**config.mk**
```make
export PLATFORM = sky130hd
export DESIGN_NAME = kse_coef_mem
export DESIGN_NICKNAME = d
export VERILOG_FILES = /design/src/kse_coef_mem.sv
export SDC_FILE = /design/constraint.sdc
export NUM_CORES = 1
export LEC_CHECK = 0
export BUFFER_PORTS_ARGS = -buffer_cell sky130_fd_sc_hd__buf_2
export CORE_ASPECT_RATIO = 0.7
export CORE_MARGIN = 3
export CORE_UTILIZATION = 46
export CTS_CLUSTER_SIZE = 24
export DETAILED_ROUTE_END_ITERATION = 10
export GPL_TIMING_DRIVEN = 0
export MAX_ROUTING_LAYER = met4
export PLACE_DENSITY = 0.63
export SETUP_SLACK_MARGIN = 0.02
export SLEW_MARGIN = 20
export SYNTH_ARGS = -nofsm -noshare
export SYNTH_HDL_FRONTEND = slang
export SYNTH_SLANG_ARGS = --single-unit
```
**constraint.sdc**
```tcl
create_clock -name clk_i -period 3.8 [get_ports clk_i]
set_clock_uncertainty 0.15 [all_clocks]
set_input_delay 0 -clock clk_i [delete_from_list [all_inputs] [get_ports clk_i]]
set_output_delay 0 -clock clk_i [all_outputs]
set_load 0.03 [all_outputs]
```
**src/kse_coef_mem.sv**
```systemverilog
`timescale 1ns / 1ps

module kse_coef_mem #(
  parameter int DEPTH = 16,
  parameter int AW    = 4
) (
  input  logic                 clk_i,
  input  logic                 we_i,
  input  logic [AW-1:0]        waddr_i,
  input  logic signed [31:0]   wdata_i,
  input  logic [AW-1:0]        raddr_i,
  output logic signed [31:0]   rdata_o
);

  logic signed [31:0] mem [DEPTH];
  logic signed [31:0] rdata_q;

  always_ff @(posedge clk_i) begin
    if (we_i) begin
      mem[waddr_i] <= wdata_i;
    end
    rdata_q <= mem[raddr_i];
  end

  assign rdata_o = rdata_q;

endmodule

```
==> qor.yml <==
place:
  io_buffer_count: 71
  place.detailed.hpwl_um: 27600
  place_ws_ps: 1460
  gp_congestion: 0.706
synthesis:
  syn-cell-area_um2: 19900
  synth_warnings: 0
  yosysSeqAreaShare_pct: 80.7
  synthTopCellsByArea: "edfxtp_1 (77%), mux4_2 (15%), dfxtp_1 (3.2%)"
  syn_nets: 880
  ys.flop_type: "edfxtp_1"
  syn_area_per_cell_um2: 23.7
  synthTopCellsByCount: "edfxtp_1 (512), mux4_2 (128), a22oi_1 (64), nand2_1 (33), dfxtp_1 (32)"
  syn-instance-count: 838
  synth_edf_count: 512
  synth.distinct_cells: 18
  synthDominantCellAreaShare_pct: 77.4
  yosysMostFrequentCell: "edfxtp_1"
  yosys.area.top_type: "edfxtp_1"
  yosys_register_bits: 544
  async_reset_ff_share_pct: 0
routing:
  dr_wl_met2_um: 20200
  wl_met1_um: 20000
  met3_length_um: 3040
  drtIter0Drc: 907
  route.detailed.drc: 0
  via_count: 9409
  route.detailed.wl_per_inst_um: 27.0
  viasPerCell: 5.76
  ant_nets: 0
  wl_um: 44100
  highest_layer: "met4"
  firstDrtPassIters: 6
timing:
  worst_slack_ps: 1400
  rsz0062_at_grt: "false"
  worstMarginPinSlew_ps: 1010
  post-route-period-util_pct: 63.1
  setup_viol: 0
  finalMaxSlewViolations: 0
  period_needed_ps: 2400
  holdWs_ps: 2.25
  worst_slew_margin_rel_pct: 32.6
  hold_viol_final: 0
  fmax_mhz: 417
setup_path:
  cp_common_cell: "buf_6"
  cp.required_ps: 3930
  end_kind: "flop"
  start_kind: "input port"
  r2r_cells: 4
  regToRegStartpoint: "mem[3][31]"
  rr_endpoint: "rdata_o[31]"
  path_delay_family: "buffers and inverters"
  cp_data_arrival_time_ps: 2520
  crit_fanout: 7
  critPathLaunch: "waddr_i[2]"
  crit_type: "input port to flop"
  rrSetupSlack_ps: 1870
  crit_chain: "dlygate4sd3_1 -> buf_2 -> nand3_1 -> nor3_2 -> dlygate4sd3_1 -> buf_6 -> buf_6 -> buf_6"
  crit_buf_inv: 6
  critical-path-slowest-cell: "dlygate4sd3_1"
  critPathMaxStageDelay_ps: 770
die:
  initial_core_util_pct: 46.7
  dieArea_um2: 45700
  io_pins: 74
  placeableCoreArea_um2: 42500
  die_h_um: 180
  die_w_um: 254
  fp-row-count: 63
pwr:
  p_total_mw: 12.6
  ir_drop_mv: 0.426
  leakagePower_nw: 7.71
  p_per_area_nw_per_um2: 530
clocking:
  cts_buffer_depth: 3
  numCtsBuffers: 50
  clk_pin_slew_ps: 60
  insertion_delay_ps: 570
  htreeDepth: 2
  clock-sinks: 544
  cts_setup_buffers: 0
  root_buffer: "clkbuf_16"
  tritoncts: "built"
  cts-resized-gates: 0
worst_hold_path:
  hold_class: "input port to flop"
  hp-start: "raddr_i[2]"
  holdPathStages: 5
  hold_end: "rdata_o[30]"
layout:
  seq_area_um2: 16000
  post-route-util_pct: 55.8
  final_nets: 1080
  multi_input_area_um2: 3730
  syn_to_final_growth_pct: 19.4
  fill_cells: 3107
  layout-drive-gt1-share_pct: 31.9
global_routing:
  grt_pass1_wl_um: 65400
  antenna_found_initial: 1
  grt_overflow: 0
  track_usage_pct: 20.2
  grt_max_degree: 19
  grt_pass1_vias: 9702
job:
  drv_cap: 0
outcome:
  run_status: "completed"
## tightest hold or removal path, delay by kind of cell
family / cells / cell delay [ps]
AOI/OAI and AO/OA: 1 / 210
buffers and inverters: 2 / 320
and+or+nand+nor: 2 / 120
## metrics by stage
step	cell area [um^2]	setup TNS, ps	cells
after global routing	23700	0	1633
after global placement	20900	-310990	1461
final	23700	0	1633
after CTS	23700	0	1632
after detailed placement	21600	0	1497
after floorplan	19900	0	838
## power by group
group / internal, mW / total, mW / switching [mW]
Clock: 2.97 / 5.09 / 2.12
Combinational: 0.288 / 0.738 / 0.451
Sequential: 6.70 / 6.74 / 0.0324
## metal layers
layer | vias up | global-route usage [%]
met3 | 65 | 3.57
li1 | 3985 | -
met5 | - | -
met4 | 0 | 4.58
met1 | 5025 | 30.5
met2 | 334 | 29.2
## state kept, by name, summed over array words and instances (netlist names)
name / flops
rdata_o: 32
mem: 512
## logic make-up after synthesis
logic type             synth area share [%]
flip-flops                             80.7
multiplexers                           14.5
AO/OA/AOI/OAI                          2.42
AND/OR/NAND/NOR                        1.27
buffers and inverters                  1.12
## worst max path at each step
stage                              to  slack, ps  cells past startpoint
after floorplan             mem[0][0]        470                      2
after global placement     mem[0][15]      -2160                      3
after detailed placement   mem[0][15]       1460                      5
after CTS                  mem[0][13]       1470                      6
after global routing      mem[12][12]       1300                      8
final                     mem[12][12]       1400                      8
## area by class of cell
| type | count | area share [%] |
|---|---|---|
| antenna | 1 | 0.0106 |
| buffer | 43 | 0.939 |
| clock buffer | 77 | 6.44 |
| clock inverter | 17 | 0.681 |
| multi-input combinational | 251 | 15.7 |
| sequential | 544 | 67.5 |
| tap | 552 | 2.91 |
| timing repair buffer | 148 | 5.77 |
## layout by cell type, fill, tap and decap left out
cell type	n
clkinv_2	7
nor3_2	4
edfxtp_1	512
nand2_1	33
buf_4	22
nor2b_1	2
buf_2	75
and2_1	1
buf_16	12
dlygate4sd3_1	41
or3b_2	1
clkbuf_16	53
a22oi_1	64
nand2b_1	2
clkbuf_1	30
buf_8	2
dfxtp_1	32
clkbuf_8	11
bufinv_16	3
diode_2	1
buf_6	9
buf_1	9
buf_12	4
clkinv_4	2
nand3b_1	2
mux4_2	128
nand3_1	1
nor2_4	12
clkinv_1	5
nor2_1	1
## timing repair
action,in CTS,in global routing
hold buffers,41,0
hold endpoints to repair,582,0
endpoints found under the setup margin,0,0
No activity file was read; power rests on OpenSTA's default activity.
