[src/kse_vec_mem.sv]
`timescale 1ns / 1ps

module kse_vec_mem #(
  parameter int DEPTH = 80,
  parameter int AW    = 7,
  parameter int NV    = 48
) (
  input  logic                 clk_i,
  input  logic                 rst_ni,
  input  logic                 clr_i,
  input  logic                 we_i,
  input  logic [AW-1:0]        waddr_i,
  input  logic signed [31:0]   wdata_i,
  input  logic [AW-1:0]        raddr_i,
  output logic signed [31:0]   rdata_o
);

  localparam int NVW = $clog2(NV);

  logic signed [31:0] mem [DEPTH];
  logic signed [31:0] rdata_q;
  logic [NV-1:0]      vld_q;
  logic               rvld_q;

  always_ff @(posedge clk_i) begin
    if (we_i) begin
      mem[waddr_i] <= wdata_i;
    end
    rdata_q <= mem[raddr_i];
  end

  // state vectors read as zero until written after reset or a clear
  always_ff @(posedge clk_i or negedge rst_ni) begin
    if (!rst_ni) begin
      vld_q  <= '0;
      rvld_q <= 1'b0;
    end else begin
      if (clr_i) begin
        vld_q <= '0;
      end else if (we_i && (32'(waddr_i) < NV)) begin
        vld_q[waddr_i[NVW-1:0]] <= 1'b1;
      end
      rvld_q <= (32'(raddr_i) >= NV) || vld_q[raddr_i[NVW-1:0]];
    end
  end

  assign rdata_o = rvld_q ? rdata_q : 32'sd0;

endmodule

[config.mk]
export PLATFORM = sky130hd
export DESIGN_NAME = kse_vec_mem
export DESIGN_NICKNAME = d
export VERILOG_FILES = /design/src/kse_vec_mem.sv
export SDC_FILE = /design/constraint.sdc
export NUM_CORES = 2
export LEC_CHECK = 0
export BUFFER_PORTS_ARGS = -buffer_cell sky130_fd_sc_hd__buf_4
export CAP_MARGIN = 20
export CELL_PAD_IN_SITES_DETAIL_PLACEMENT = 0
export CELL_PAD_IN_SITES_GLOBAL_PLACEMENT = 1
export CORE_UTILIZATION = 45
export CTS_BUF_LIST = sky130_fd_sc_hd__clkbuf_2 sky130_fd_sc_hd__clkbuf_4 sky130_fd_sc_hd__clkbuf_8
export DETAILED_ROUTE_END_ITERATION = 16
export PLACE_DENSITY = 0.71
export SYNTH_ARGS = -nofsm -noshare
export SYNTH_HDL_FRONTEND = slang
export SYNTH_SLANG_ARGS = --single-unit
[constraint.sdc]
create_clock -name clk_i -period 2.41 [get_ports clk_i]
set_input_delay 0.482 -clock clk_i [delete_from_list [all_inputs] [get_ports clk_i]]
set_output_delay 0.482 -clock clk_i [all_outputs]
set_load 0.02 [all_outputs]
==> results.cfg <==
[pwr]
vdd_drop_max_v = 0.000502
pwr-share-clk_pct = 40.3
p_leak_nw = 39.3
p_int_mw = 74.0
powerDensity_nw_per_um2 = 786
p_sw_mw = 20.9
combPwrFrac_pct = 6.2
finalPower_mw = 95.0
p_seq_share_pct = 53.4
swShare_pct = 22.0

[hold_path]
holdCritPathClass = input pin to flip-flop

[timing]
finalSetupTns_ps = -4390
slew_headroom_pct = 20.2
clock.fmax_mhz = 383
setup_viol = 32
worst_pin_slew_ps = 1190
setup_ws_ps = -199
fin_skew_ps = 105
period_share_pct = 108
period_minus_slack_ps = 2610
final_hold_viol_count = 0
grt_setup_unrepaired = yes
maxSlewViolCount = 0

[synthesis]
syn_nets = 4616
async_flop_share_pct = 1.86
synth-seq-cells = 2641
ys_types = 66
synth_ff_type = edfxtp_1
syn_inst = 4566
syn_area_per_cell_sq_um = 22.2
synth_edf_count = 2560
ys_warn_count = 0
synth.yosys.seq_area_share_pct = 77.8
syn_area_sq_um = 101000

[worst_setup_path]
r2r_cells = 8
cp-startpoint = rvld_q
cp.arrival_ps = 2130
crit_end = rdata_o[9]
rr_startpoint = mem[60][1]
r2r-end = rdata_q[1]
reg2reg_setup_slack_ps = 30
cp.required_ps = 1930
crit_path_start_kind = flip-flop
crit_type = flip-flop to primary output
critical_path.max_fanout = 8
endpoint_kind = primary output

[global_routing]
grt_max_degree = 81
first_global_vias = 53257
grt_usage_pct = 25.3
grt_overflow = 0
antenna_found_initial = 24
grt_pass1_wl_um = 404000

[clocking]
path_clk_slew_ps = 70
cts_max_path_buffers = 4
clk_latency_ps = 1110
htree_levels = 5
cts_tree = done
cts_buffers = 429
cts_root_buffer = clkbuf_8
clock-sinks = 2641

[drt]
viasPerCell = 6.01
antenna_left = 0
drt-pass1-iter-count = 7
route.detailed.wl_per_inst_um = 32.7
drt_iter0_markers = 6613
drc = 0
drt_wl_total_um = 288000
vias = 52864

[placed_design]
hpwlAfterDp_um = 177000
gp_congestion = 0.846
placedInstanceArea_sq_um = 112000
port_buffers = 81

[floorplan]
core_area_sq_um = 223000
die_h_um = 476
die_w_um = 476
ios = 82
die_area_sq_um = 227000
rows = 173
start_util_pct = 45.4

[cells_and_area]
nets = 5526
final_layout_size_suffix_gt1_share_pct = 37.0
synthToLayoutAreaGrowth_pct = 19.3
layout_commonest_cell = edfxtp_1
fin_util_pct = 54.2
final_cell_mix = 2560 x edfxtp_1, 609 x mux4_2, 455 x buf_4
fin_area_sq_um = 121000

[outcome]
status = finished with violations
violations = negative setup slack

[job]
drv_cap = 0
per-layer routing:
layer  GRT usage, %  share of wire (%)  vias to the layer above  routed length (um)
met5              0              0.018                        -                  52
met4           8.60                3.3                        8                9640
met3           6.04                 10                      472               29700
met2           39.9                 48                     2938              137000
met1           34.8                 39                    28283              111000
li1               -                  -                    21163                   -
sequential cells by signal, indices dropped and copies added, names as in the netlist:
name     count
mem       2560
vld_q       48
rdata_q     32
rvld_q       1
metrics by stage:
step	setup WS, ps	hold slack, ps	cells
2_1_floorplan	-512	186	4566
3_3_place_gp	-1480	473	7974
3_5_place_dp	-971	487	7979
4_1_cts	-339	39.2	8784
5_1_grt	-267	90.7	8794
6_report	-199	135	8802
power groups by stage:
stage | Combinational, mW | Clock [mW] | Sequential (mW)
detailed placement | 5.72 | 0 | 51.7
CTS | 5.80 | 38.8 | 50.7
finish | 5.90 | 38.3 | 50.8
global route | 6.15 | 40.8 | 50.7
global placement | 5.64 | 0 | 51.7
floorplan | 2.62 | 0 | 51.6
cells by family after synthesis:
family | share of synthesized area (%)
AO/OA/AOI/OAI | 2.48
buffers and inverters | 1.60
flip-flops | 77.8
AND/OR/NAND/NOR | 2.24
multiplexers | 15.9
synthesized netlist by cell type (all sizes together), types with 10 or more instances:
cell / instances / area share (%)
nand2b: 16 / 0.099
clkbuf: 79 / 0.29
a221oi: 15 / 0.14
mux2: 58 / 0.65
a2111oi: 13 / 0.11
o221ai: 21 / 0.18
mux4: 613 / 14
dfxtp: 32 / 0.63
dfrtp: 49 / 1.2
nand2: 94 / 0.35
a21oi: 49 / 0.24
a22oi: 55 / 0.41
o21ai: 31 / 0.15
a211oi: 42 / 0.31
nor2: 225 / 0.83
mux2i: 164 / 1.6
edfxtp: 2560 / 76
nor3: 14 / 0.069
nor2b: 36 / 0.22
and2: 40 / 0.25
o22ai: 40 / 0.25
a41oi: 10 / 0.087
o211ai: 10 / 0.074
nand3: 20 / 0.099
buf: 169 / 1.3
worst min-delay path by stage:
stage,from,to,cells after the start
final,we_i,mem[58][9],4
after detailed placement,vld_q[37],vld_q[37],2
after floorplan,rst_ni,rvld_q,0
after global routing,raddr_i[5],rvld_q,5
after global placement,vld_q[14],vld_q[14],2
after CTS,we_i,mem[58][9],4
critical path, stage by stage (launching register included):
cell and delay, ps:
dfrtp_2 440, buf_12 160, clkbuf_16 170, and2_4 140, buf_6 120
final cells by class:
| type | count | area, sq um |
|---|---|---|
| flip-flops and latches | 2641 | 78700 |
| clock buffers | 598 | 7320 |
| well taps | 2975 | 3720 |
| inverters | 3 | 13.8 |
| multi-input cells | 1674 | 21600 |
| fillers | 16868 | 102000 |
| diodes | 15 | 37.5 |
| clock inverters | 169 | 1090 |
| repair buffers | 727 | 8200 |
repair_timing:
item | in CTS | in global routing
gates resized for setup | 3 | 60
endpoints found under the hold margin | 1746 | 0
setup endpoints to repair | 32 | 32
setup buffers | 0 | 1
hold buffers | 38 | 0
cloned | 0 | 2
Note: power is estimated with default switching activity, not from simulation.
