### config.mk
export PLATFORM = sky130hd
export DESIGN_NAME = kse_mac
export DESIGN_NICKNAME = d
export VERILOG_FILES = /design/src/kse_pkg.sv /design/src/kse_mac.sv
export SDC_FILE = /design/constraint.sdc
export NUM_CORES = 2
export LEC_CHECK = 0
export BUFFER_PORTS_ARGS = -buffer_cell sky130_fd_sc_hd__clkbuf_2
export CAP_MARGIN = 20
export CORE_MARGIN = 2
export CORE_UTILIZATION = 59
export DETAILED_ROUTE_END_ITERATION = 12
export GPL_TIMING_DRIVEN = 0
export MAX_ROUTING_LAYER = met4
export PLACE_DENSITY = 0.79
export SKIP_CTS_REPAIR_TIMING = 1
export SLEW_MARGIN = 20
export SYNTH_ARGS = -nofsm -noshare
export SYNTH_HDL_FRONTEND = slang
export SYNTH_SLANG_ARGS = --single-unit
### constraint.sdc
create_clock -name clk_i -period 9.4 [get_ports clk_i]
set_input_delay 0.94 -clock clk_i [delete_from_list [all_inputs] [get_ports clk_i]]
set_output_delay 0.94 -clock clk_i [all_outputs]
set_load 0.02 [all_outputs]
### src/kse_pkg.sv
`timescale 1ns / 1ps

package kse_pkg;

  typedef enum logic [1:0] {
    REQ_LOAD  = 2'd0,
    REQ_MEAS  = 2'd1,
    REQ_OUT   = 2'd2,
    REQ_CLEAR = 2'd3
  } req_e;

  localparam logic [2:0] SEL_CD  = 3'd0;
  localparam logic [2:0] SEL_M   = 3'd1;
  localparam logic [2:0] SEL_AD  = 3'd2;
  localparam logic [2:0] SEL_ADM = 3'd3;
  localparam logic [2:0] SEL_FDM = 3'd4;

  localparam logic CFG_ALPHA = 1'b0;
  localparam logic CFG_BETA  = 1'b1;

  // where a finished dot product goes
  typedef enum logic [1:0] {
    DST_VEC = 2'd0,
    DST_F   = 2'd1,
    DST_OUT = 2'd2
  } dst_e;

  // one multiply-accumulate slot travelling down the datapath
  typedef struct packed {
    logic vld;
    logic first;
    logic last;
    logic lift;
    logic neg;
    logic ext;
    logic esel;
    dst_e dst;
  } slot_t;

  // round half up, then saturate Q16.48 down to Q8.24
  function automatic logic signed [31:0] fix_q824(input logic [63:0] acc);
    logic [63:0] u;
    logic [39:0] q;
    u = acc + 64'd8388608;
    q = u[63:24];
    if (!q[39] && (|q[38:31])) begin
      fix_q824 = 32'sh7fffffff;
    end else if (q[39] && !(&q[38:31])) begin
      fix_q824 = 32'sh80000000;
    end else begin
      fix_q824 = $signed(q[31:0]);
    end
  endfunction

endpackage

### src/kse_mac.sv
`timescale 1ns / 1ps

module kse_mac
  import kse_pkg::*;
#(
  parameter int VAW = 7
) (
  input  logic                 clk_i,
  input  logic                 rst_ni,
  input  kse_pkg::slot_t       slot_i,
  input  logic [VAW-1:0]       dst_i,
  input  logic signed [31:0]   coef_i,
  input  logic signed [31:0]   vec_i,
  input  logic signed [31:0]   alpha_i,
  input  logic signed [31:0]   beta_i,
  input  logic signed [31:0]   prev_i,
  input  logic [5:0]           row_i,
  input  logic                 last_row_i,
  output logic                 wb_we_o,
  output logic [VAW-1:0]       wb_addr_o,
  output logic signed [31:0]   wb_data_o,
  output logic                 out_valid_o,
  output logic signed [31:0]   out_value_o,
  output logic [5:0]           out_index_o,
  output logic                 out_last_o
);

  slot_t              s1_q, s2_q, s3_q;
  logic [VAW-1:0]     d1_q, d2_q, d3_q;
  logic signed [31:0] a, b;
  logic [63:0]        prod_d, prod_q;
  logic [63:0]        acc_d, acc_q;
  logic [63:0]        acc_base;
  logic signed [31:0] res;
  logic signed [31:0] f_q;
  logic               done;
  logic               out_valid_q;
  logic signed [31:0] out_value_q;
  logic [5:0]         out_index_q;
  logic               out_last_q;

  // memory data arrives with s1; the final mix takes gains and registers instead
  always_comb begin
    a = s1_q.ext ? (s1_q.esel ? beta_i : alpha_i) : coef_i;
    b = s1_q.ext ? (s1_q.esel ? f_q : prev_i) : vec_i;
    if (s1_q.lift) begin
      prod_d = {{8{b[31]}}, b, 24'd0};
    end else begin
      prod_d = 64'(a * b);
    end
  end

  always_comb begin
    acc_base = s2_q.first ? 64'd0 : acc_q;
    if (s2_q.neg && !s2_q.lift) begin
      acc_d = acc_base - prod_q;
    end else begin
      acc_d = acc_base + prod_q;
    end
  end

  assign res  = fix_q824(acc_q);
  assign done = s3_q.vld && s3_q.last;

  always_ff @(posedge clk_i or negedge rst_ni) begin
    if (!rst_ni) begin
      s1_q        <= '0;
      s2_q        <= '0;
      s3_q        <= '0;
      out_valid_q <= 1'b0;
    end else begin
      s1_q        <= slot_i;
      s2_q        <= s1_q;
      s3_q        <= s2_q;
      out_valid_q <= done && (s3_q.dst == DST_OUT);
    end
  end

  always_ff @(posedge clk_i) begin
    d1_q   <= dst_i;
    d2_q   <= d1_q;
    d3_q   <= d2_q;
    prod_q <= prod_d;
    if (s2_q.vld) begin
      acc_q <= acc_d;
    end
    if (done && (s3_q.dst == DST_F)) begin
      f_q <= res;
    end
    if (done && (s3_q.dst == DST_OUT)) begin
      out_value_q <= res;
      out_index_q <= row_i;
      out_last_q  <= last_row_i;
    end
  end

  assign wb_we_o     = done && (s3_q.dst == DST_VEC);
  assign wb_addr_o   = d3_q;
  assign wb_data_o   = res;
  assign out_valid_o = out_valid_q;
  assign out_value_o = out_value_q;
  assign out_index_o = out_index_q;
  assign out_last_o  = out_last_q;

endmodule

==> summary.log <==
qor: routing.drt-vias-per-instance 6.23
qor: final_layout.fillers 6711
qor: die.design.die.area 86700 µm²
qor: die.fp-row-count 106
qor: final_layout.area_growth_syn_to_layout 14.7%
qor: routing.drt-total-wl 212000 µm
qor: final_layout.mostFrequentLayoutCell sky130_fd_sc_hd__fa_1
qor: die.top_level_i_o_count 265
qor: timing.timing.fmax 106 MHz
qor: worst_setup_path.start_kind register
qor: timing.post-route-period-util 101%
qor: synth.synth_enable_flop_cells 135
qor: timing.worst_clock_skew 0.0324 ns
qor: final_layout.drive_above_1_share 15.1%
qor: synth.synth_seq_cells 241
qor: grt.remaining_global_route_overflow 0
qor: timing.timing_max_transition_violations_final 0
qor: job.max_cap_violations 0
qor: final_layout.nets 7400
qor: synth.synthFlopType sky130_fd_sc_hd__edfxtp_1
qor: clock_tree.ctsRootBufferMaster sky130_fd_sc_hd__clkbuf_16
qor: worst_setup_path.worst-endpoint-arrival 9.88 ns
qor: placed_design.place.port_buffers 264
qor: clock_tree.clk_transition_reported_paths 0.07 ns
qor: grt.grt_start_max_net_pins 43
qor: routing.detail_route.iter0.violations 5317
qor: grt.global_route_wire_length_before_repair 297000 µm
qor: final_layout.total_area_of_multi_input_combinational_cells 40200 µm²
qor: clock_tree.ctsHtreeMaxLevel 1
qor: timing.period_needed 9.47 ns
qor: final_layout.mostFrequentLayoutCells 1066 x sky130_fd_sc_hd__fa_1, 1013 x sky130_fd_sc_hd__inv_1, 684 x sky130_fd_sc_hd__nor2_1
qor: final_layout.layout.area.seq 6290 µm²
qor: grt.grt_util_overall 50.4%
qor: synth.avgSynthCellArea 9.11 µm²
qor: status.violations setup timing
qor: clock_tree.cts-root-to-sink-buffers 3
qor: timing.worst_pin_slew 1.25 ns
qor: worst_setup_path.critical_path_peak_fanout 10
qor: clock_tree.cts.sinks 241
qor: timing.final_hold_viol_count 0
qor: worst_setup_path.cp_slowest_cell sky130_fd_sc_hd__fa_2
qor: final_layout.cell_area_after_layout 57100 µm²
qor: placed_design.place.detailed.hpwl 175000 µm
qor: timing.fin_ws -0.0713 ns
qor: timing.setup-tns-final -0.0713 ns
qor: routing.drt_pre_antenna_iters 6
qor: routing.post-route-drc-count 0
qor: placed_design.place_congestion 1.08
qor: worst_setup_path.timing.critical_path.mode_cell sky130_fd_sc_hd__fa_1
qor: timing.final_setup_violation_count 1
qor: routing.routed_wire_length_per_instance 30.4 µm
qor: die.dieWidth 295 µm
qor: timing.rsz0062_at_grt yes
qor: worst_setup_path.cp_data_required_time 9.81 ns
qor: synth.yosys.cell_types.count 96
qor: min_path.hold_path_class register to register
qor: die.floorplan.initialDensity 59.6%
qor: grt.initial_antenna_violation_count 15
qor: clock_tree.numCtsBuffers 24
qor: clock_tree.clk-insertion-delay-late 0.56 ns
qor: clock_tree.cts_tree done
qor: routing.routed-via-count 43600
qor: worst_setup_path.setup.worst_path.end_class register
qor: worst_setup_path.timing.setup.critical_path_class register to register
qor: die.core-area 83600 µm²
qor: placed_design.dpl_cell_area 53100 µm²
qor: worst_setup_path.slowest_stage_delay_cp 0.66 ns
qor: routing.route.antenna.remaining_nets 0
qor: synth.syn-num-nets 6985
qor: timing.tightest_slew_margin_relative_to_the_limit 15.9%
qor: synth.ys.warnings.count 0
qor: status.status finished, violations left
qor: synth.synthesized_instance_count 5468
qor: synth.mappedNetlistArea 49800 µm²
qor: synth.postSynth.asyncResetShare 8.71%
qor: synth.synth-seq-area-share 12.6%
qor: grt.grt_pass1_vias 43800
qor: die.dieHeight 295 µm
==> logic make-up after synthesis <==
kind of cell | after synthesis | synth area share, %
mux | 68 | 1.37
compound gates | 647 | 8.26
buf+inv | 1272 | 9.67
flops | 241 | 12.6
xor+xnor | 223 | 3.92
fa+ha+maj | 1332 | 49.8
simple gates | 1685 | 14.4
==> critical path: cells and delay by family, from the launching register on <==
| family | cells | cell delay [ns] |
|---|---|---|
| AND/OR/NAND/NOR | 5 | 1.36 |
| multiplexers | 3 | 0.59 |
| XOR/XNOR | 1 | 0.15 |
| adder cells (fa/ha/maj) | 9 | 4.31 |
| flip-flops | 1 | 0.53 |
| AO/OA/AOI/OAI | 4 | 1.15 |
| buffers and inverters | 8 | 1.19 |
==> registers in the layout (all words and copies together) (netlist names) <==
| name | flops |
|---|---|
| out_last_o | 1 |
| acc_q | 64 |
| out_valid_o | 1 |
| out_index_o | 6 |
| s1_q | 9 |
| s2_q | 7 |
| f_q | 32 |
| wb_addr_o | 7 |
| out_value_o | 32 |
| s3_q | 4 |
| prod_q | 64 |
| d1_q | 7 |
| d2_q | 7 |
==> cell usage after synthesis (all sizes together), types with 68 or more instances <==
cell type / instances / area share, %
fa: 1083 / 44
inv: 1019 / 7.7
mux2i: 68 / 1.4
ha: 249 / 6.3
nor2b: 77 / 0.97
a21oi: 220 / 2.2
o21ai: 146 / 1.5
xnor2: 126 / 2.2
a21o: 100 / 1.5
xor2: 97 / 1.7
nor2: 692 / 5.2
clkbuf: 213 / 1.6
edfxtp: 135 / 8.1
nand2: 668 / 5.0
dfxtp: 85 / 3.4
==> metrics by stage <==
step	hold slack (ns)	setup WS (ns)	instances	util (%)
floorplan	0.310	0.424	5468	-
global placement	0.310	-3.87	6812	62.8
detailed placement	0.313	-3.28	6846	63.5
CTS	0.327	-3.31	6890	64.5
global route	0.333	-0.177	6993	68.3
finish	0.328	-0.0713	6997	68.3
==> final cells by class <==
cell class / instances / area share, %
Timing Repair Buffer: 411 / 4.86
Multi-Input combinational cell: 3955 / 70.4
Clock inverter: 8 / 0.125
Inverter: 1020 / 6.73
Tap cell: 1080 / 2.37
Antenna cell: 16 / 0.0701
Buffer: 230 / 3.16
Sequential cell: 241 / 11.0
Clock buffer: 36 / 1.29
==> final timing paths <==
path                       startpoint         end  slack (ns)  depth (start not counted)
max in group asynchronous      rst_ni     s2_q[8]        8.58                          1
setup / recovery              s1_q[2]  prod_q[62]       -0.07                         30
hold reg to reg               d1_q[4]     d2_q[4]        0.33                          0
setup reg to reg              s1_q[2]  prod_q[62]       -0.07                         30
min in group asynchronous      rst_ni     s1_q[2]        0.37                          1
hold / removal                d1_q[4]     d2_q[4]        0.33                          0
==> metal layers <==
layer	vias to the layer above	part of all wire [%]	track usage, %
met5	-	0	-
met1	21900	35	63.0
li1	17600	-	-
met4	0	8.1	29.4
met3	793	14	16.0
met2	3223	42	72.1
Power is not shown: default switching activity piles up to over one toggle a cycle in this logic, so the estimate is an artifact.
